<file path="src/bpq_pkg.sv">
// ----------------------------------------------------------------------------
// bpq_pkg
// Shared widths, status codes and word types for the bounded priority queue.
// ----------------------------------------------------------------------------
package bpq_pkg;

  // default capacity of the queue
  localparam int unsigned QUEUE_DEPTH_DEF = 16;

  // fixed field widths
  localparam int unsigned PRI_W    = 8;
  localparam int unsigned DATA_W   = 32;
  localparam int unsigned STATUS_W = 2;
  localparam int unsigned OCC_W    = 5;

  // request kinds
  typedef enum logic {
    KIND_INSERT = 1'b0,
    KIND_REMOVE = 1'b1
  } kind_t;

  // response status codes
  typedef enum logic [STATUS_W-1:0] {
    ST_INSERTED = 2'd0,
    ST_FULL     = 2'd1,
    ST_REMOVED  = 2'd2,
    ST_EMPTY    = 2'd3
  } status_t;

  // one stored entry
  typedef struct packed {
    logic        [PRI_W-1:0]  pri;
    logic signed [DATA_W-1:0] data;
  } entry_t;

endpackage

</file>
<file path="src/bpq_req_if.sv">
// ----------------------------------------------------------------------------
// bpq_req_if
// Request channel of the priority queue: insert or remove words.
// ----------------------------------------------------------------------------
interface bpq_req_if;

  logic                             valid;
  logic                             ready;
  logic                             kind;
  logic        [bpq_pkg::PRI_W-1:0]  priority_req;
  logic signed [bpq_pkg::DATA_W-1:0] payload;

  modport source (output valid, kind, priority_req, payload, input ready);
  modport sink   (input valid, kind, priority_req, payload, output ready);

endinterface

</file>
<file path="src/bpq_rsp_if.sv">
// ----------------------------------------------------------------------------
// bpq_rsp_if
// Response channel of the priority queue: one status word per request.
// ----------------------------------------------------------------------------
interface bpq_rsp_if;

  logic                               valid;
  logic                               ready;
  logic        [bpq_pkg::STATUS_W-1:0] status;
  logic        [bpq_pkg::PRI_W-1:0]    out_priority;
  logic signed [bpq_pkg::DATA_W-1:0]   out_payload;
  logic        [bpq_pkg::OCC_W-1:0]    occupancy;

  modport source (output valid, status, out_priority, out_payload, occupancy, input ready);
  modport sink   (input valid, status, out_priority, out_payload, occupancy, output ready);

endinterface

</file>
<file path="src/bounded_priority_queue.sv">
// ----------------------------------------------------------------------------
// bounded_priority_queue
// Fixed-capacity priority queue kept as a compact sorted array in one memory.
// ----------------------------------------------------------------------------
// The queue holds up to QUEUE_DEPTH entries sorted by descending priority,
// oldest first among equal priorities, so entry 0 is always the next to leave.
// One request is worked on at a time and the request side is not ready until
// it is finished. All work goes through a single memory with one read and one
// write port, and each entry moved is first read, then compared and written.
// An insert into a full queue or a remove from an empty one goes straight to
// the response without a walk. The next request can be taken at the edge after
// the response appears. The response sits in an output register, so a new
// request is taken while the last response still waits to be read; a result
// that finds the output register still full waits until it is read.
module bounded_priority_queue #(
  parameter int unsigned QUEUE_DEPTH = bpq_pkg::QUEUE_DEPTH_DEF
) (
  input logic       clk,
  input logic       rst,
  bpq_req_if.sink   req,
  bpq_rsp_if.source rsp
);

  localparam int unsigned AW = $clog2(QUEUE_DEPTH);
  localparam int unsigned CW = $clog2(QUEUE_DEPTH + 1);
  localparam logic [CW-1:0] DEPTH_C = CW'(QUEUE_DEPTH);

  // sequencer states
  typedef enum logic [5:0] {
    S_IDLE    = 6'b000001,
    S_INS_RD  = 6'b000010,
    S_INS_CMP = 6'b000100,
    S_REM_RD  = 6'b001000,
    S_REM_MV  = 6'b010000,
    S_DONE    = 6'b100000
  } state_t;

  state_t state, state_next;

  logic [CW-1:0] idx, idx_next;
  logic [CW-1:0] fill, fill_next;

  // request held while the walk runs
  logic        [bpq_pkg::PRI_W-1:0]  ins_pri;
  logic signed [bpq_pkg::DATA_W-1:0] ins_data;

  // result waiting for the output register
  bpq_pkg::status_t                  res_status, res_status_next;
  logic        [bpq_pkg::PRI_W-1:0]  res_pri, res_pri_next;
  logic signed [bpq_pkg::DATA_W-1:0] res_data, res_data_next;

  // output register
  logic                              out_valid;
  bpq_pkg::status_t                  out_status;
  logic        [bpq_pkg::PRI_W-1:0]  out_pri;
  logic signed [bpq_pkg::DATA_W-1:0] out_data;
  logic        [bpq_pkg::OCC_W-1:0]  out_occ;

  // entry memory
  bpq_pkg::entry_t entry_mem [QUEUE_DEPTH];
  bpq_pkg::entry_t rd_q;
  bpq_pkg::entry_t wr_word;
  logic [AW-1:0]   rd_addr;
  logic [AW-1:0]   wr_addr;
  logic            mem_we;

  logic            req_fire;
  logic            out_load;
  logic [CW-1:0]   idx_dec;
  logic [CW-1:0]   idx_inc;

  assign req_fire = req.valid && req.ready;
  assign req.ready = (state == S_IDLE);
  assign out_load = (state == S_DONE) && (!out_valid || rsp.ready);
  assign idx_dec  = idx - 1'b1;
  assign idx_inc  = idx + 1'b1;

  // memory ports, read data registered
  always_ff @(posedge clk) begin
    if (mem_we) begin
      entry_mem[wr_addr] <= wr_word;
    end
    rd_q <= entry_mem[rd_addr];
  end

  // sequencer
  always_comb begin
    state_next      = state;
    idx_next        = idx;
    fill_next       = fill;
    res_status_next = res_status;
    res_pri_next    = res_pri;
    res_data_next   = res_data;
    rd_addr         = idx[AW-1:0];
    wr_addr         = idx[AW-1:0];
    wr_word         = '{pri: ins_pri, data: ins_data};
    mem_we          = 1'b0;

    case (state)
      S_IDLE: begin
        if (req_fire) begin
          res_pri_next  = '0;
          res_data_next = '0;
          if (req.kind == bpq_pkg::KIND_INSERT) begin
            if (fill == DEPTH_C) begin
              res_status_next = bpq_pkg::ST_FULL;
              state_next      = S_DONE;
            end else begin
              idx_next   = fill;
              state_next = S_INS_RD;
            end
          end else begin
            if (fill == '0) begin
              res_status_next = bpq_pkg::ST_EMPTY;
              state_next      = S_DONE;
            end else begin
              idx_next   = '0;
              state_next = S_REM_RD;
            end
          end
        end
      end

      // look at the entry just above the hole, or drop in at the head
      S_INS_RD: begin
        if (idx == '0) begin
          mem_we          = 1'b1;
          fill_next       = fill + 1'b1;
          res_status_next = bpq_pkg::ST_INSERTED;
          state_next      = S_DONE;
        end else begin
          rd_addr    = idx_dec[AW-1:0];
          state_next = S_INS_CMP;
        end
      end

      // equal or higher priority stays ahead, otherwise it moves down
      S_INS_CMP: begin
        mem_we = 1'b1;
        if (rd_q.pri >= ins_pri) begin
          fill_next       = fill + 1'b1;
          res_status_next = bpq_pkg::ST_INSERTED;
          state_next      = S_DONE;
        end else begin
          wr_word    = rd_q;
          idx_next   = idx_dec;
          state_next = S_INS_RD;
        end
      end

      S_REM_RD: begin
        state_next = S_REM_MV;
      end

      // head goes to the result, the rest moves up one place
      S_REM_MV: begin
        if (idx == '0) begin
          res_pri_next  = rd_q.pri;
          res_data_next = rd_q.data;
        end else begin
          mem_we  = 1'b1;
          wr_addr = idx_dec[AW-1:0];
          wr_word = rd_q;
        end
        idx_next = idx_inc;
        if (idx_inc == fill) begin
          fill_next       = fill - 1'b1;
          res_status_next = bpq_pkg::ST_REMOVED;
          state_next      = S_DONE;
        end else begin
          state_next = S_REM_RD;
        end
      end

      S_DONE: begin
        if (out_load) begin
          state_next = S_IDLE;
        end
      end

      default: begin
        state_next = S_IDLE;
      end
    endcase
  end

  // control registers
  always_ff @(posedge clk) begin
    if (rst) begin
      state     <= S_IDLE;
      fill      <= '0;
      idx       <= '0;
      out_valid <= 1'b0;
    end else begin
      state <= state_next;
      fill  <= fill_next;
      idx   <= idx_next;
      if (out_load) begin
        out_valid <= 1'b1;
      end else if (rsp.ready) begin
        out_valid <= 1'b0;
      end
    end
  end

  // payload registers
  always_ff @(posedge clk) begin
    if (req_fire) begin
      ins_pri  <= req.priority_req;
      ins_data <= req.payload;
    end
    res_status <= res_status_next;
    res_pri    <= res_pri_next;
    res_data   <= res_data_next;
    if (out_load) begin
      out_status <= res_status;
      out_pri    <= res_pri;
      out_data   <= res_data;
      out_occ    <= bpq_pkg::OCC_W'(fill);
    end
  end

  // response word
  assign rsp.valid        = out_valid;
  assign rsp.status       = out_status;
  assign rsp.out_priority = out_pri;
  assign rsp.out_payload  = out_data;
  assign rsp.occupancy    = out_occ;

  // count never passes capacity
  a_fill_bound: assert property (@(posedge clk) disable iff (rst)
    fill <= DEPTH_C)
    else $error("fill count above capacity");

  // writes stay inside the occupied part plus the insert slot
  a_write_range: assert property (@(posedge clk) disable iff (rst)
    mem_we |-> (CW'(wr_addr) <= fill))
    else $error("memory write beyond occupied entries");

  // the count only changes at the end of a walk
  a_fill_change: assert property (@(posedge clk) disable iff (rst)
    (fill != $past(fill)) |-> $past(state == S_INS_RD || state == S_INS_CMP
                                     || state == S_REM_MV))
    else $error("fill count changed outside a walk");

endmodule

</file>
<file path="src/flat_wrapper.sv">
// flat-port wrapper written by rule: the top's interface ports become plain ports
module bounded_priority_queue_flat 
#(
  parameter int unsigned QUEUE_DEPTH = bpq_pkg::QUEUE_DEPTH_DEF
)
  (clk, rst, req_valid, req_kind, req_priority_req, req_payload, req_ready, rsp_valid, rsp_status, rsp_out_priority, rsp_out_payload, rsp_occupancy, rsp_ready);
  bpq_req_if req_i ();
  bpq_rsp_if rsp_i ();
  input logic clk;
  input logic rst;
  input wire logic [$bits(req_i.valid)-1:0] req_valid;
  input wire logic [$bits(req_i.kind)-1:0] req_kind;
  input wire logic [$bits(req_i.priority_req)-1:0] req_priority_req;
  input wire logic [$bits(req_i.payload)-1:0] req_payload;
  output wire logic [$bits(req_i.ready)-1:0] req_ready;
  output wire logic [$bits(rsp_i.valid)-1:0] rsp_valid;
  output wire logic [$bits(rsp_i.status)-1:0] rsp_status;
  output wire logic [$bits(rsp_i.out_priority)-1:0] rsp_out_priority;
  output wire logic [$bits(rsp_i.out_payload)-1:0] rsp_out_payload;
  output wire logic [$bits(rsp_i.occupancy)-1:0] rsp_occupancy;
  input wire logic [$bits(rsp_i.ready)-1:0] rsp_ready;
  assign req_i.valid = req_valid;
  assign req_i.kind = req_kind;
  assign req_i.priority_req = req_priority_req;
  assign req_i.payload = req_payload;
  assign req_ready = req_i.ready;
  assign rsp_valid = rsp_i.valid;
  assign rsp_status = rsp_i.status;
  assign rsp_out_priority = rsp_i.out_priority;
  assign rsp_out_payload = rsp_i.out_payload;
  assign rsp_occupancy = rsp_i.occupancy;
  assign rsp_i.ready = rsp_ready;
  bounded_priority_queue #(.QUEUE_DEPTH(QUEUE_DEPTH)) u_core (.clk(clk), .rst(rst), .req(req_i), .rsp(rsp_i));
endmodule
</file>
<file path="config.mk">
export PLATFORM = sky130hd
export DESIGN_NAME = bounded_priority_queue_flat
export DESIGN_NICKNAME = d
export VERILOG_FILES = /design/src/bpq_pkg.sv /design/src/bpq_req_if.sv /design/src/bpq_rsp_if.sv /design/src/bounded_priority_queue.sv /design/src/flat_wrapper.sv
export SDC_FILE = /design/constraint.sdc
export NUM_CORES = 1
export LEC_CHECK = 0
export BUFFER_PORTS_ARGS = -buffer_cell sky130_fd_sc_hd__buf_4
export CAP_MARGIN = 0
export CORE_MARGIN = 1
export CORE_UTILIZATION = 40
export DETAILED_ROUTE_END_ITERATION = 8
export SYNTH_ARGS = -nofsm -noshare
export SYNTH_HDL_FRONTEND = slang
export SYNTH_SLANG_ARGS = --single-unit
</file>
<file path="constraint.sdc">
create_clock -name clk -period 7.93 [get_ports clk]
set_input_delay 0.793 -clock clk [delete_from_list [all_inputs] [get_ports clk]]
set_output_delay 0.793 -clock clk [all_outputs]
set_load 0.02 [all_outputs]
</file>
== After elaboration in Yosys (flattened, before gate mapping) ==
Memories as Yosys holds them, arrays and structs flattened. A register that Yosys moved wholly into a read port is not among the register bits.
Cells that the tools add are included.

* Register bits: 146
* Memory bits (writable): 640
* Output and inout port bits: 49
* Word-level logic and storage cells: 100
* Memories kept: 1

* Add/sub/neg operators: 4
* Order comparisons: 1
* Eq/ne operators: 19
* Muxes and demuxes: 46
* Reductions and logical operators: 16

{| class="wikitable"
|+ Memory list
! memory !! depth !! width !! rd ports !! clocked after memory_dff !! write ports !! line !! source
|-
| u_core.entry_mem || 16 || 40 || 1 || 1 || 1 || bounded_priority_queue.sv:60 || <nowiki>bpq_pkg::entry_t entry_mem [QUEUE_DEPTH];</nowiki>
|}

{| class="wikitable"
|+ Operators with widths
! cell !! count
|-
| $mux W40 || 2
|-
| $pmux W40 S2 || 1
|-
| $mux W32 || 2
|-
| $pmux W32 S2 || 1
|-
| $mux W6 || 8
|-
| $mux W5 || 8
|-
| $pmux W6 S6 || 1
|-
| $pmux W5 S3 || 2
|-
| $mux W8 || 2
|-
| $pmux W8 S2 || 1
|-
| $mux W2 || 7
|-
| $mux W4 || 3
|-
| $ne A3 B3 Y1 const B || 4
|-
| $add A5 B1 Y5 const B || 2
|-
| $logic_not A5 Y1 || 2
|-
| $ne A2 B1 Y1 const B || 5
|-
| $sub A5 B1 Y5 const B || 2
|-
| $ge A8 B8 Y1 || 1
|-
| $pmux W2 S4 || 1
|-
| $reduce_and A7 Y1 || 1
|-
| $eq A6 B1 Y1 const B || 1
|-
| $eq A6 B2 Y1 const B || 1
|-
| $eq A6 B3 Y1 const B || 1
|-
| $eq A6 B4 Y1 const B || 1
|-
| other kinds (17) || 26
|}

== Logic depth before layout (Yosys ltp) ==
Gate-level depths: netlist of the first run.

* Depth in word-level cells: 5
* Mapped depth: 17
* Mapped depth without buffers: 9

== Worst setup path after synthesis of the first run ==
No wires, ideal clock.

* Path type: reg2reg
* Start: register u_core.idx[0]
* End: memory u_core.entry_mem[3][0] (netlist bit) (enable)
* Setup time: 0.437 ns
* Data arrival time: 5.129 ns
* Path slack: 2.364 ns
* Stages on the path, launching flop included: 16
* Clock period less this slack: 5.566 ns
* Path through: dfxtp_1 > buf_2 > inv_1 > buf_1 > clkbuf_1 > clkbuf_1 > clkbuf_1 > ha_1 > clkbuf_1 > clkbuf_1 > buf_2 > clkbuf_1 > clkbuf_1 > o22ai_1 > nand2_1 > nor2_1

* Longest elaborated chain between the ends: 5
* Elaborated cells on any way between the ends: 9
* Those cells by class: 1 x add/sub; 7 x mux; 1 x reduce/logical

{| class="wikitable"
|+ RTL lines
! what !! line !! source
|-
| start, declared || bounded_priority_queue.sv:40 || <nowiki>logic [CW-1:0] idx, idx_next;</nowiki>
|-
| start signal, assigned || bounded_priority_queue.sv:197 || <nowiki>idx <= idx_next;</nowiki>
|-
| $logic_not A5 Y1 || bounded_priority_queue.sv:126, bounded_priority_queue.sv:157 ||
|-
| $mux W1 (on tied branches) || bounded_priority_queue.sv:157, bounded_priority_queue.sv:126 ||
|-
| $pmux W1 S3 || bounded_priority_queue.sv:99 || <nowiki>case (state)</nowiki>
|-
| $mux W1 || bounded_priority_queue.sv:80 || <nowiki>if (mem_we) begin</nowiki>
|-
| $mux W1 (not written as such) || bounded_priority_queue.sv:81 || <nowiki>entry_mem[wr_addr] <= wr_word;</nowiki>
|-
| end, declared || bounded_priority_queue.sv:60 ||
|}

Several ways; a longest one is shown, not always the timed one.

== Worst setup path after layout of the first run ==
* Start: register u_core.idx[1]
* End: register, netlist name u_core.rd_q[23]

* Longest elaborated chain between the ends: 3
* Elaborated cells on any way between the ends: 4
* Those cells by class: 1 x add/sub; 2 x mux; 1 x reduce/logical

{| class="wikitable"
|+ RTL lines
! what !! line !! source
|-
| $sub A5 B1 Y5 or $logic_not A5 Y1 (tied branches) || bounded_priority_queue.sv:75, bounded_priority_queue.sv:126 ||
|-
| $mux W4 || bounded_priority_queue.sv:126 || <nowiki>if (idx == '0) begin</nowiki>
|-
| $mux W4 * || bounded_priority_queue.sv:99 ||
|}

Mark *: on every way between the ends. The rest lies on a longest branch, timed or not.
A chain may end at the register's enable or synchronous reset.

==> results of run 1 <==
## area by class of cell
class	count	area, sq um	area share [%]
clock buffers	106	2290	5.47
clock inverters	49	637	1.52
diodes	1	2.50	0.00598
well taps	1176	1470	3.52
inverters	19	71.3	0.171
flip-flops and latches	826	24200	58.0
repair buffers	175	1350	3.23
multi-input cells	1433	11800	28.1
## worst max-delay path by stage
| stage | endpoint | slack, ps | depth (start not counted) |
|---|---|---|---|
| floorplan | u_core.entry_mem[3][0]$_DFFE_PP_ | 2360 | 15 |
| global placement | u_core.rd_q[17]$_DFF_P_ | 2580 | 8 |
| detailed placement | u_core.rd_q[14]$_DFF_P_ | 2580 | 8 |
| CTS | u_core.rd_q[23]$_DFF_P_ | 2580 | 8 |
| global route | u_core.rd_q[30]$_DFF_P_ | 2260 | 9 |
| finish | u_core.rd_q[23]$_DFF_P_ | 2490 | 8 |
## critical path, stage by stage (launching register included)
cell and delay (ps):
sky130_fd_sc_hd__dfxtp_4 860, sky130_fd_sc_hd__inv_1 640, sky130_fd_sc_hd__ha_4 730, sky130_fd_sc_hd__buf_4 580, sky130_fd_sc_hd__buf_4 890, sky130_fd_sc_hd__nand2_1 470
sky130_fd_sc_hd__mux2i_1 490, sky130_fd_sc_hd__a221oi_1 150, sky130_fd_sc_hd__or3_1 400
## sequential cells by signal, indices dropped and copies added, names as in the netlist, 5 cells and up
signal and cells:
u_core.entry_mem 640, u_core.ins_data 32, u_core.ins_pri 8, u_core.rsp.out_priority 8, u_core.rsp.out_payload 32, u_core.rsp.occupancy 5, u_core.res_data 32, u_core.idx 5
u_core.res_pri 8, u_core.fill 5, u_core.state 6, u_core.rd_q 40
## layout by cell type, fill, tap and decap left out, types with 11 or more instances in the layout
| master | count |
|---|---|
| sky130_fd_sc_hd__mux4_2 | 115 |
| sky130_fd_sc_hd__edfxtp_1 | 769 |
| sky130_fd_sc_hd__a211o_1 | 13 |
| sky130_fd_sc_hd__o22ai_1 | 56 |
| sky130_fd_sc_hd__a31oi_1 | 14 |
| sky130_fd_sc_hd__nor3_1 | 11 |
| sky130_fd_sc_hd__ha_1 | 13 |
| sky130_fd_sc_hd__and2_1 | 66 |
| sky130_fd_sc_hd__nor2b_1 | 65 |
| sky130_fd_sc_hd__mux2_2 | 38 |
| sky130_fd_sc_hd__nor2_4 | 17 |
| sky130_fd_sc_hd__clkinv_2 | 13 |
| sky130_fd_sc_hd__buf_4 | 172 |
| sky130_fd_sc_hd__a21oi_1 | 105 |
| sky130_fd_sc_hd__a311oi_1 | 28 |
| sky130_fd_sc_hd__dfxtp_1 | 55 |
| sky130_fd_sc_hd__o221ai_1 | 68 |
| sky130_fd_sc_hd__a211oi_1 | 107 |
| sky130_fd_sc_hd__clkbuf_1 | 14 |
| sky130_fd_sc_hd__bufinv_16 | 14 |
| sky130_fd_sc_hd__o211ai_1 | 38 |
| sky130_fd_sc_hd__clkbuf_16 | 86 |
| sky130_fd_sc_hd__inv_1 | 16 |
| sky130_fd_sc_hd__o21ai_0 | 49 |
| sky130_fd_sc_hd__xnor2_1 | 14 |
| sky130_fd_sc_hd__nor2_1 | 64 |
| sky130_fd_sc_hd__mux2i_1 | 147 |
| sky130_fd_sc_hd__a2111oi_0 | 37 |
| sky130_fd_sc_hd__nand2_1 | 241 |
## stage by stage
stage	hold slack (ps)	cells	utilization (%)	power [W]
after CTS	284	3784	46.2	0.0102
after floorplan	400	2474	-	0.00567
after global placement	403	3629	42.9	0.00602
after global routing	299	3784	46.2	0.0105
after detailed placement	405	3629	42.9	0.00604
final	321	3785	46.2	0.0102
## layer usage
layer | up-vias | part of all wire [%]
met2 | 989 | 48
met1 | 11900 | 42
met4 | 0 | 2.3
met5 | - | 0
met3 | 151 | 7.7
li1 | 10000 | -
## where the power goes
group          total [W]  leakage (nW)  internal (W)  switching [W]
combinational   0.000894          4.20      0.000323       0.000572
sequential       0.00506          7.45       0.00495       0.000113
clock            0.00421          1.41       0.00251        0.00170
total             0.0102          13.1       0.00778        0.00238
## kinds of logic after synthesis
| kind of cell | after synthesis |
|---|---|
| mux | 304 |
| xor+xnor | 18 |
| compound gates | 568 |
| fa+ha+maj | 15 |
| flops | 826 |
| simple gates | 528 |
| buf+inv | 215 |
==> flow_results.org, run 1 <==
** Placed design
- Worst setup timing slack at the placement stage :: 2580 ps
- After detailed placement, the total cell area comes to 38,900 sq um.
- The wire-length estimate of the detail-placed layout is 55.7 mm.
- At the end of routability-driven placement, the weighted congestion stood at 0.842.
- Buffers placed on the I/O ports in this run total 93.

** Floorplanning
- Area of the core :: 90,600 sq um
- Chip width :: 305 um
- Once the floorplan was initialized, standard cells occupied 40.6% of the core.
- For this design the top-level I/O count stands at 94.
- Total Die Area :: 93,100 sq um
- Row generation in the floorplan step produced 110 rows.
- Die Ht :: 305 um

** Logic synthesis
- Dominant synthesized flop cell :: sky130_fd_sc_hd__edfxtp_1
- In this run, synthesis produced a sequential element count of 826.
- Synthesis instantiated 74 different standard cells from the library.
- After synthesis, the largest family of logic cells by area is multiplexers.
- In this run, synthesis inferred 769 flip-flops with an integrated enable.
- Sequential element share of the synthesized area :: 65.9%
- Counting every instance in the synthesized netlist gives 2,474.
- Proportion of register bits with asynchronous set or reset after synthesis :: 0%
- Simple logic cell fraction of the synthesized area :: 6.97%
- Top cells by count, synth :: sky130_fd_sc_hd__edfxtp_1 (769), sky130_fd_sc_hd__nand2_1 (241), sky130_fd_sc_hd__mux2i_1 (147), sky130_fd_sc_hd__mux4_2 (115), sky130_fd_sc_hd__a211oi_1 (109)
- Multiplexer cells account for 12.5% of the synthesized area.
- Yosys warning count :: 0
- sky130_fd_sc_hd__edfxtp_1 takes more of the synthesized area than any other cell.
- sky130_fd_sc_hd__edfxtp_1 is the most common cell in the netlist.
- The top cell type by area accounts for 62.8% of the synthesized area.
- Complex-gate fraction of the synthesized area :: 10.9%
- Post-synthesis area per instance :: 14.9 sq um
- Ranking of synthesized cells by area :: sky130_fd_sc_hd__edfxtp_1 (63%), sky130_fd_sc_hd__mux4_2 (7.0%), sky130_fd_sc_hd__mux2i_1 (4.0%), sky130_fd_sc_hd__dfxtp_1 (3.1%), sky130_fd_sc_hd__nand2_1 (2.5%)
- Xor/xnor cell area share of the yosys netlist :: 0.466%
- The mapped netlist covers 36,700 sq um.
- Post-synthesis net count :: 2,534
- Synthesized-area fraction occupied by adder cells :: 0.531%

** STA
- Setup repair after global routing left no endpoint under its margin.
- Slew Limit Headroom :: 8.68%
- Slew at the pin with the worst max-slew slack :: 1360 ps
- The final number of hold-violating endpoints was 0.
- Clock period minus worst slack :: 5440 ps
- Setup violations remaining at the end of the flow were counted as 0.
- Final clock period utilization by the worst path :: 68.6%
- Final total negative setup slack :: 0 ps
- Based on the critical path, the design can be clocked at up to 184 MHz.
- For the final database, setup skew stands at 20.7 ps.
- Final-report max-slew violation count :: 0
- After layout, the worst setup slack is 2490 ps.

** Routing
- In the routed design, unresolved DRC markers number 0.
- In the routed layout, each cell is associated on average with a via count of 6.10.
- Total iterations of the first detailed-routing run :: 5
- Mean routed wirelength per cell :: 26.4 um
- In this run the remaining antenna-violating nets after routing total 0.
- Initial detailed-routing violation count :: 2,462
- Vias :: 23.1k
- Wires add up to 100 mm.

** Setup path
- Worst R2R Start :: u_core.idx[1]$_SDFFE_PP0P_
- Largest fanout on the critical path :: 70
- In this run the critical register-to-register path is captured at u_core.rd_q[23]$_DFF_P_.
- Measured in cells, the most critical reg-to-reg path has a length of 8.
- Endpoint required time on the critical path :: 8440 ps
- Category of the worst setup path capture point :: register
- Path type of the worst setup path :: reg2reg
- Crit path launch :: u_core.idx[1]$_SDFFE_PP0P_
- Data arrival time of the critical path :: 5960 ps
- STA classifies the critical path startpoint as a register.
- The setup check on the worst reg-to-reg path leaves a slack of 2490 ps.

** GRT
- Met1 capacity usage during global routing :: 29.5%
- The number of global-route vias before repair came to 23.1k.
- Antenna violations before repair :: 2
- For this run, global-route usage on met3 was measured as 2.91%.
- Layer with the highest usage :: met2
- The first global-routing pass estimated 149 mm of wire.
- Met2 layer usage reported by global route :: 34.8%
- For this run, the total global-route usage over all layers was measured as 21.3%.
- Summed over all layers, the global routing overflow is 0.
- Largest net degree at the start of global routing :: 172

** Clocking
- The clock passes through at most 3 buffers.
- CTS tree :: yes
- Hold Buf Count CTS :: 0
- CTS built an H-tree with a depth of 3.
- Clock buffers created by TritonCTS :: 84
- The clock reaches the later pin of the worst-skew pair after 650 ps.
- After clock tree synthesis, the clock-pin slew on the worst setup and hold paths is 60 ps.
- Sinks on the clock net :: 826
- Gates resized during post-CTS repair numbered 0.
- Buffers inserted by post-CTS timing repair :: 0
- Clock tree root buffer cell :: sky130_fd_sc_hd__clkbuf_16

** Final layout
- From synthesis to final layout, the design area changed by 13.8%.
- Share of post-route cells with drive strength above 1 :: 19.4%
- Layout Nets :: 2,599
- Fillers :: 7,793
- Cell area after layout :: 41,800 sq um

** Worst hold path
- The worst hold path terminates at u_core.ins_data[9]$_DFFE_PP_.
- In this run the most critical hold path is launched from req_payload[9].
- Counting instances, the worst hold path has a depth of 1.
- The worst hold path belongs to the class in2reg.

** Power
- Worst vdd rail ir drop :: 177 uV
- In this run the static leakage power is 13.1 nW.
- Dividing total power by cell area gives a power density of 243 nW/um^2.

** Status
- The flow ran to the end, and the final reports show no timing, DRC or antenna violations.

** Job
- Across the run, the number of max-cap violations was 0.
(Power assumes the default switching activity.)
==> run 2, diff against run 1 <==
clock period = 5.4 ns   (was 7.93 ns; I/O delays follow)
==> flow_results.org, run 2 (synthesized netlist as in run 1, its figures left out) <==
** STA
- The transition time at the pin with the least slew margin came to 1380 ps (+23.1 ps).
- The final number of hold-violating endpoints is 0 (unchanged).
- The clock skew after layout was 25.7 ps (+4.97 ps).
- Final-report max-slew violation count :: 0 (unchanged)
- RSZ-0062 raised after global routing :: no
- The total negative slack for setup checks was 0 ps (unchanged).
- Final number of setup-violating endpoints :: 0 (unchanged)
- Fmax :: 246 MHz (+34%)
- Slew Limit Headroom :: 7.13% (-1.6 points)
- Final clock period utilization by the worst path :: 75.2% (+6.5 points)
- The post-layout minimum cycle time was 4060 ps (-1380 ps).

** Setup path
- Worst R2R Start :: u_core.idx[0]$_SDFFE_PP0P_
- Worst stage delay on the critical path :: 800 ps (-90 ps)
- Capture instance of the worst register-to-register path :: u_core.rd_q[33]$_DFF_P_
- The number of cells on the worst reg-to-reg path is 8 (unchanged).
- The largest driver fanout on the critical path is 59 (-16%).
- The minimum setup slack among reg-to-reg paths is 1340 ps (-1150 ps).
- Most frequent CP cell :: sky130_fd_sc_hd__buf_4
- Endpoint required time on the critical path :: 5930 ps (-2510 ps)
- Data arrival time of the critical path :: 4590 ps (-1370 ps)
- Critical-path cell with the highest stage delay :: sky130_fd_sc_hd__buf_4
- The worst setup path is of the reg2reg kind.
- Ordered list of cells on the worst path :: inv_2, ha_4, buf_4, buf_4, mux2_2, o221ai_1, a221oi_1, or3b_1
- The worst setup path is launched from a register.
- Category of the worst setup path capture point :: register

** Routing
- Final ANT Viol Nets :: 0 (unchanged)
- The number of design rule violations left after detail routing is 0 (unchanged).
- The via count normalized by instance count was 6.15 (+0.76%).
- The detailed-route via count came to 23.4k (+1.4%).
- Total iterations of the first detailed-routing run :: 5 (unchanged)
- Mean routed wirelength per cell :: 26.6 um (+0.73%)
- Aggregate routed wire length :: 101 mm (+1.4%)
- The number of DRC violations after detailed-routing iteration 0 came to 2,711 (+10%).

** Floorplanning
- Area of the core :: 90,600 sq um (unchanged)
- Chip width :: 305 um (unchanged)
- Initial cell density of the core :: 40.6% (unchanged)
- Standard-cell row count :: 110 (unchanged)
- Top-Level Pins :: 94 (unchanged)
- Die Ht :: 305 um (unchanged)
- Total Die Area :: 93,100 sq um (unchanged)

** Power
- The logic gate share of total power came to 9.1% (+0.3 points).
- The sequential power share was 50.3% (+0.5 points).
- Internal power of the cells :: 0.0113 W (+45%)
- The relative contribution of the clock network to total power came to 40.7% (-0.7 points).
- Power per cell area :: 351 nW/um^2 (+44%)
- Worst vdd rail ir drop :: 226 uV (+28%)
- The share of total power consumed by net switching is 23.4% (-0.10 points).
- Static Leakage :: 13.2 nW (+1.0%)
- The total net switching power was 0.00345 W (+45%).
- The overall power of the completed layout is 0.0148 W (+45%).

** Clocking
- Level count of the clock H-tree :: 3 (unchanged)
- Clock buffers created by TritonCTS :: 84 (unchanged)
- The buffer count from post-CTS setup fixing was 0 (unchanged).
- Hold Buf Count CTS :: 0 (unchanged)
- The clock transition at the registers of the reported paths was 60 ps (about the same).
- The tree is rooted in a sky130_fd_sc_hd__clkbuf_16.
- Sinks on the clock net :: 826 (unchanged)
- CTS tree :: yes
- Gates resized, CTS repair :: 0 (unchanged)
- The largest buffer count on any clock path is 3 (unchanged).
- The latest clock arrival within the worst-skew pair was 650 ps (about the same).

** Status
- The flow ran to the end, and the final reports show no timing, DRC or antenna violations.

** Placed design
- DP Area :: 39,200 sq um (+0.82%)
- Routability congestion estimate :: 0.869 (+3.1%)
- The number of input and output port buffers inserted was 93 (unchanged).
- The final HPWL from detailed placement is 58.0 mm (+4.2%).

** GRT
- The aggregate global routing overflow came to 0 (unchanged).
- The wire length of the first global-routing pass came to 151 mm (+0.90%).
- The number of global-route vias before repair was 23.2k (+0.58%).
- The pin count of the biggest net entering global routing came to 143 (-17%).
- Overall global routing resource usage :: 21.6% (+0.27 points)
- Antenna violations before repair :: 1 (-1)

** Worst hold path
- The hold path depth came to 1 (unchanged).
- In this run the most critical hold path is launched from req_payload[18].
- Class of the most critical hold timing path :: in2reg
- The path with the worst hold slack has its endpoint at u_core.ins_data[18]$_DFFE_PP_.

** Job
- The max capacitance violation total is 0 (unchanged).

** Final layout
- Layout area overhead :: 14.5%
- The number of flip-flops in the largest register came to 640 (unchanged).
- The net count reported at finish came to 2,621 (+0.85%).
- Share of post-route cells with drive strength above 1 :: 19.8% (+0.32 points)
- Leaving out fill and tap cells, the most frequent cell in the layout is sky130_fd_sc_hd__edfxtp_1.
- Largest registers ranked by flip-flop count :: u_core.entry_mem (640), u_core.rd_q (40)
- Highest-count cells in the layout ignoring fill and taps :: sky130_fd_sc_hd__edfxtp_1 (769), sky130_fd_sc_hd__nand2_1 (241), sky130_fd_sc_hd__buf_4 (181)
- Reg with most FFs :: u_core.entry_mem
- The total non-filler cell area in the finished layout was 42,100 sq um (+0.60%).
-- run 2: cell types whose count changed in the layout (fill, tap and decap cells not counted), moves of 3 or more --
cell	delta
sky130_fd_sc_hd__buf_4	+9
sky130_fd_sc_hd__clkinvlp_4	-5
sky130_fd_sc_hd__clkbuf_8	+5
sky130_fd_sc_hd__inv_6	-3
sky130_fd_sc_hd__bufinv_16	-4
sky130_fd_sc_hd__buf_12	+13
sky130_fd_sc_hd__o21ai_2	-3
sky130_fd_sc_hd__clkinv_1	+3
sky130_fd_sc_hd__clkbuf_1	+4
-- run 2: worst max path at each step --
stage,end,from,cells past startpoint
3_3_place_gp,u_core.entry_mem[15][17]$_DFFE_PP_,u_core.idx[0]$_SDFFE_PP0P_,8
4_1_cts,u_core.entry_mem[15][17]$_DFFE_PP_,u_core.idx[0]$_SDFFE_PP0P_,8
5_1_grt,u_core.rd_q[33]$_DFF_P_,u_core.idx[0]$_SDFFE_PP0P_,8
2_1_floorplan,u_core.entry_mem[3][0]$_DFFE_PP_,u_core.idx[0]$_SDFFE_PP0P_,15
3_5_place_dp,u_core.rd_q[33]$_DFF_P_,u_core.idx[0]$_SDFFE_PP0P_,8
6_report,u_core.rd_q[33]$_DFF_P_,u_core.idx[0]$_SDFFE_PP0P_,8
-- run 2: per-layer routing --
layer,track usage [%],wire (um)
met2,34.6,47500
met5,0,0
met3,3.48,9170
met1,30.1,42600
met4,6.61,2200
-- run 2: cell type report --
type                            instances  area [sq um]
Clock inverter                         41           484
Antenna cell                            2          5.00
Tap cell                             1176          1470
Sequential cell                       826         24200
Fill cell                            7701         48500
Inverter                               19          71.3
Multi-Input combinational cell       1433         11700
Timing Repair Buffer                  197          1680
Clock buffer                          115          2370
-- run 2: power groups by stage --
stage | Combinational (W) | Sequential (W) | Clock, W
finish | 0.00134 | 0.00742 | 0.00600
global route | 0.00144 | 0.00742 | 0.00634
CTS | 0.00134 | 0.00741 | 0.00610
detailed placement | 0.00133 | 0.00754 | 0
global placement | 0.00130 | 0.00755 | 0
floorplan | 0.000860 | 0.00747 | 0
-- run 2: worst max-delay path, delay by kind of cell, from the launching register on --
family,cells,cell delay [ps]
simple gates,1,390
flops,1,350
buf+inv,3,1880
compound gates,2,290
fa+ha+maj,1,450
mux,1,420
-- run 2: stage by stage --
stage	cells	setup WS, ps	hold WS (ps)	utilization, %
after global placement	3651	1440	403	43.3
after floorplan	2474	-166	400	-
final	3809	1340	71.0	46.5
after CTS	3807	1400	38.2	46.5
after global routing	3807	1230	52.4	46.5
after detailed placement	3651	1420	405	43.3
==> run 3, diff against run 2 <==
clock period = 3.35 ns   (was 5.4 ns; I/O delays follow)
==> flow_results.org, run 3 (synthesized netlist as in run 1, its figures left out) <==
** Status
- The flow ran to the end, and the final reports show no timing, DRC or antenna violations.

** Setup path
- The cell count along the critical path was 9 (+1).
- Data arrival time of the critical path :: 3700 ps (-890 ps)
- The required arrival time at the worst endpoint is 3820 ps (-2110 ps).
- Among cell families on the critical path, the largest total delay comes from compound AO/OA/AOI/OAI gates.
- Worst R2R Setup Slack :: 120 ps (-1220 ps)
- Capture instance of the worst register-to-register path :: u_core.entry_mem[5][5]$_DFFE_PP_
- The number of cells on the worst reg-to-reg path was 9 (+1).
- The critical path ends at u_core.entry_mem[5][5]$_DFFE_PP_.
- Category of the worst setup path capture point :: register
- The critical path is of the reg2reg type.
- The signal on the critical path passes through inv_1, ha_1, nand2b_1, a2111oi_0, o311a_1, o211ai_1, buf_12, o21ai_0, buf_4.
- Largest fanout on the critical path :: 28 (-53%)
- The delay of the slowest critical-path stage is 750 ps (-50 ps).
- Critical-path cell with the highest stage delay :: sky130_fd_sc_hd__o21ai_0
- The worst setup path is launched from a register.
- Worst R2R Start :: u_core.rd_q[32]$_DFF_P_
- Crit path launch :: u_core.rd_q[32]$_DFF_P_
- WP buf/inv :: 3 (unchanged)

** Routing
- Final ANT Viol Nets :: 0 (unchanged)
- The number of design rule violations left after detail routing was 0 (unchanged).
- Mean routed wirelength per cell :: 27.4 um (+2.7%)
- The detailed-route via count was 24.1k (+2.9%).
- Total iterations of the first detailed-routing run :: 7 (+2)
- Avg Vias per Cell :: 6.16 (+0.25%)
- Initial detailed-routing violation count :: 2,610 (-3.7%)
- Aggregate routed wire length :: 107 mm (+5.4%)

** Clocking
- Level count of the clock H-tree :: 3 (unchanged)
- The latest clock arrival within the worst-skew pair is 640 ps (about the same).
- Clock buffers created by TritonCTS :: 82 (-2.4%)
- Clock transition at path regs :: 60 ps (about the same)
- Clock tree root buffer cell :: sky130_fd_sc_hd__clkbuf_16
- The largest buffer count on any clock path was 3 (unchanged).
- The clock net sink count came to 826 (unchanged).
- TritonCTS built the clock tree.

** STA
- Slew Limit Headroom :: 26.3% (+19 points)
- The clock skew after layout is 15.0 ps (-10.6 ps).
- Clock period minus worst slack :: 3230 ps (-829 ps)
- The final number of hold-violating endpoints came to 0 (unchanged).
- Final-report max-slew violation count :: 0 (unchanged)
- RSZ-0062 raised after global routing :: no
- The number of failing setup endpoints in the final timing report is 0 (unchanged).
- Final clock period utilization by the worst path :: 96.5% (+21 points)
- Slew at the pin with the worst max-slew slack :: 1110 ps (-278 ps)
- The total negative slack for setup checks is 0 ps (unchanged).
- Fmax :: 309 MHz (+26%)

** Placed design
- The final estimated routing congestion in global placement came to 0.864 (-0.56%).
- The final HPWL from detailed placement was 62.7 mm (+8.2%).
- The number of input and output port buffers inserted is 93 (unchanged).

** GRT
- Largest net degree at the start of global routing :: 161 (+13%)
- The global-route total usage across every layer is 22.7% (+1.2 points).
- The number of global-route vias before repair came to 23.6k (+1.5%).
- The wire length of the first global-routing pass came to 157 mm (+4.4%).
- Antenna violations before repair :: 3 (+2)
- The aggregate global routing overflow was 0 (unchanged).

** Final layout
- Layout area overhead :: 17.6%
- The net count reported at finish is 2,730 (+4.2%).
- The largest registers in the layout are u_core.entry_mem (640), u_core.rd_q (40).
- The number of inserted diodes is 0 (-2).
- Reg with most FFs :: u_core.entry_mem
- The library cells used most frequently in the layout, excluding fill and tap cells, are sky130_fd_sc_hd__edfxtp_1 (769), sky130_fd_sc_hd__nand2_1 (237), sky130_fd_sc_hd__buf_4 (223).
- The utilization of the core after routing is 47.7% (+1.2 points).
- The number of flip-flops in the largest register is 640 (unchanged).
- Leaving out fill and tap cells, the most frequent cell in the layout is sky130_fd_sc_hd__edfxtp_1.
- Share of post-route cells with drive strength above 1 :: 21.8% (+2.0 points)

** Power
- The internal power summed over all cells was 0.0178 W (+57%).
- Total Power :: 0.0233 W (+58%)
- Worst vdd rail ir drop :: 314 uV (+39%)
- The power per cell area was 540 nW/um^2 (+54%).
- Share of total power consumed by net switching :: 23.6% (+0.27 points)
- Gate power share :: 9.9% (+0.8 points)
- Sequential group share of total power :: 51.4% (+1.1 points)
- The relative contribution of the clock network to total power is 38.8% (-1.9 points).
- The leakage component of the power is 13.8 nW (+4.3%).
- Net switching component of the power :: 0.00551 W (+60%)

** Floorplanning
- Die Ht :: 305 um (unchanged)
- Standard-cell row count :: 110 (unchanged)
- Area of the core :: 90,600 sq um (unchanged)
- The initial core utilization came to 40.6% (unchanged).
- The number of top-level pins was 94 (unchanged).
- Chip width :: 305 um (unchanged)
- Total Die Area :: 93,100 sq um (unchanged)

** Job
- The max capacitance violation total was 0 (unchanged).

** Worst hold path
- In this run the worst hold path is classified as in2reg.
## run 3: cell count changes in the layout (fill, tap and decap cells not counted), moves of 3 or more
cell                            previous run  this run
sky130_fd_sc_hd__buf_4                   181       223
sky130_fd_sc_hd__dlygate4sd3_1             0        41
sky130_fd_sc_hd__buf_12                   16        44
sky130_fd_sc_hd__o21ai_2                   0         8
sky130_fd_sc_hd__clkbuf_1                 18        24
sky130_fd_sc_hd__bufinv_16                10         5
sky130_fd_sc_hd__o21ai_0                  50        45
sky130_fd_sc_hd__clkbuf_8                 11         7
sky130_fd_sc_hd__clkinv_1                 12         8
sky130_fd_sc_hd__nand2_1                 241       237
sky130_fd_sc_hd__clkinv_8                  3         0
sky130_fd_sc_hd__o21ai_1                   4         1
## run 3: metal layers
layer	vias to the layer above	global-route usage, %	part of all wire [%]
li1	10300	-	-
met1	12500	31.0	42
met2	1139	37.2	48
met3	182	3.82	8.4
met4	0	6.87	2.5
met5	-	0	0
## run 3: layout make-up
cell class	count	area (sq um)
fillers	7648	47400
flip-flops and latches	826	24200
multi-input cells	1433	11800
repair buffers	308	2970
clock buffers	116	2310
well taps	1176	1470
clock inverters	31	288
inverters	19	73.8
## run 3: how the worst min path moves through the flow
stage,end,cells after the start,from
floorplan,u_core.idx[0]$_SDFFE_PP0P_,1,rst
global placement,u_core.rsp.out_payload[30]$_DFFE_PP_,0,u_core.res_data[30]$_SDFFCE_PN0P_
detailed placement,u_core.rsp.out_payload[26]$_DFFE_PP_,0,u_core.res_data[26]$_SDFFCE_PN0P_
CTS,u_core.rsp.valid$_SDFFE_PP0P_,3,rsp_ready
global route,u_core.rsp.valid$_SDFFE_PP0P_,3,rsp_ready
finish,u_core.rsp.valid$_SDFFE_PP0P_,3,rsp_ready
## run 3: power groups by stage
stage                     combinational, W  sequential (W)  clock [W]
final                              0.00230          0.0120    0.00903
after detailed placement           0.00223          0.0122          0
after floorplan                    0.00142          0.0120          0
after CTS                          0.00228          0.0120    0.00917
after global placement             0.00219          0.0122          0
after global routing               0.00246          0.0120    0.00956
## run 3: metrics by stage
step / cell area (sq um) / cells / hold slack [ps] / setup slack [ps]
2_1_floorplan: 37100 / 2474 / 400 / -140
5_1_grt: 43200 / 3909 / 102 / 21.5
4_1_cts: 43100 / 3904 / 27.7 / 44.6
3_3_place_gp: 40100 / 3716 / 402 / 23.3
6_report: 43200 / 3909 / 52.6 / 119
3_5_place_dp: 40100 / 3716 / 405 / -68.5
## run 3: what timing repair did
action	CTS	global route
endpoints found under the hold margin	45	0
pin swaps	0	1
gates cloned	0	0
hold buffers	41	0
gates resized for setup	3	6
endpoints found under the setup margin	48	86
buffers inserted	0	5
## run 3: worst reg2reg max path, stage by stage, from the launching register on
cell and delay (ps):
sky130_fd_sc_hd__dfxtp_1 420, sky130_fd_sc_hd__inv_1 90, sky130_fd_sc_hd__ha_1 290, sky130_fd_sc_hd__nand2b_1 140
sky130_fd_sc_hd__a2111oi_0 420, sky130_fd_sc_hd__o311a_1 260, sky130_fd_sc_hd__o211ai_1 130, sky130_fd_sc_hd__buf_12 210
sky130_fd_sc_hd__o21ai_0 760, sky130_fd_sc_hd__buf_4 340
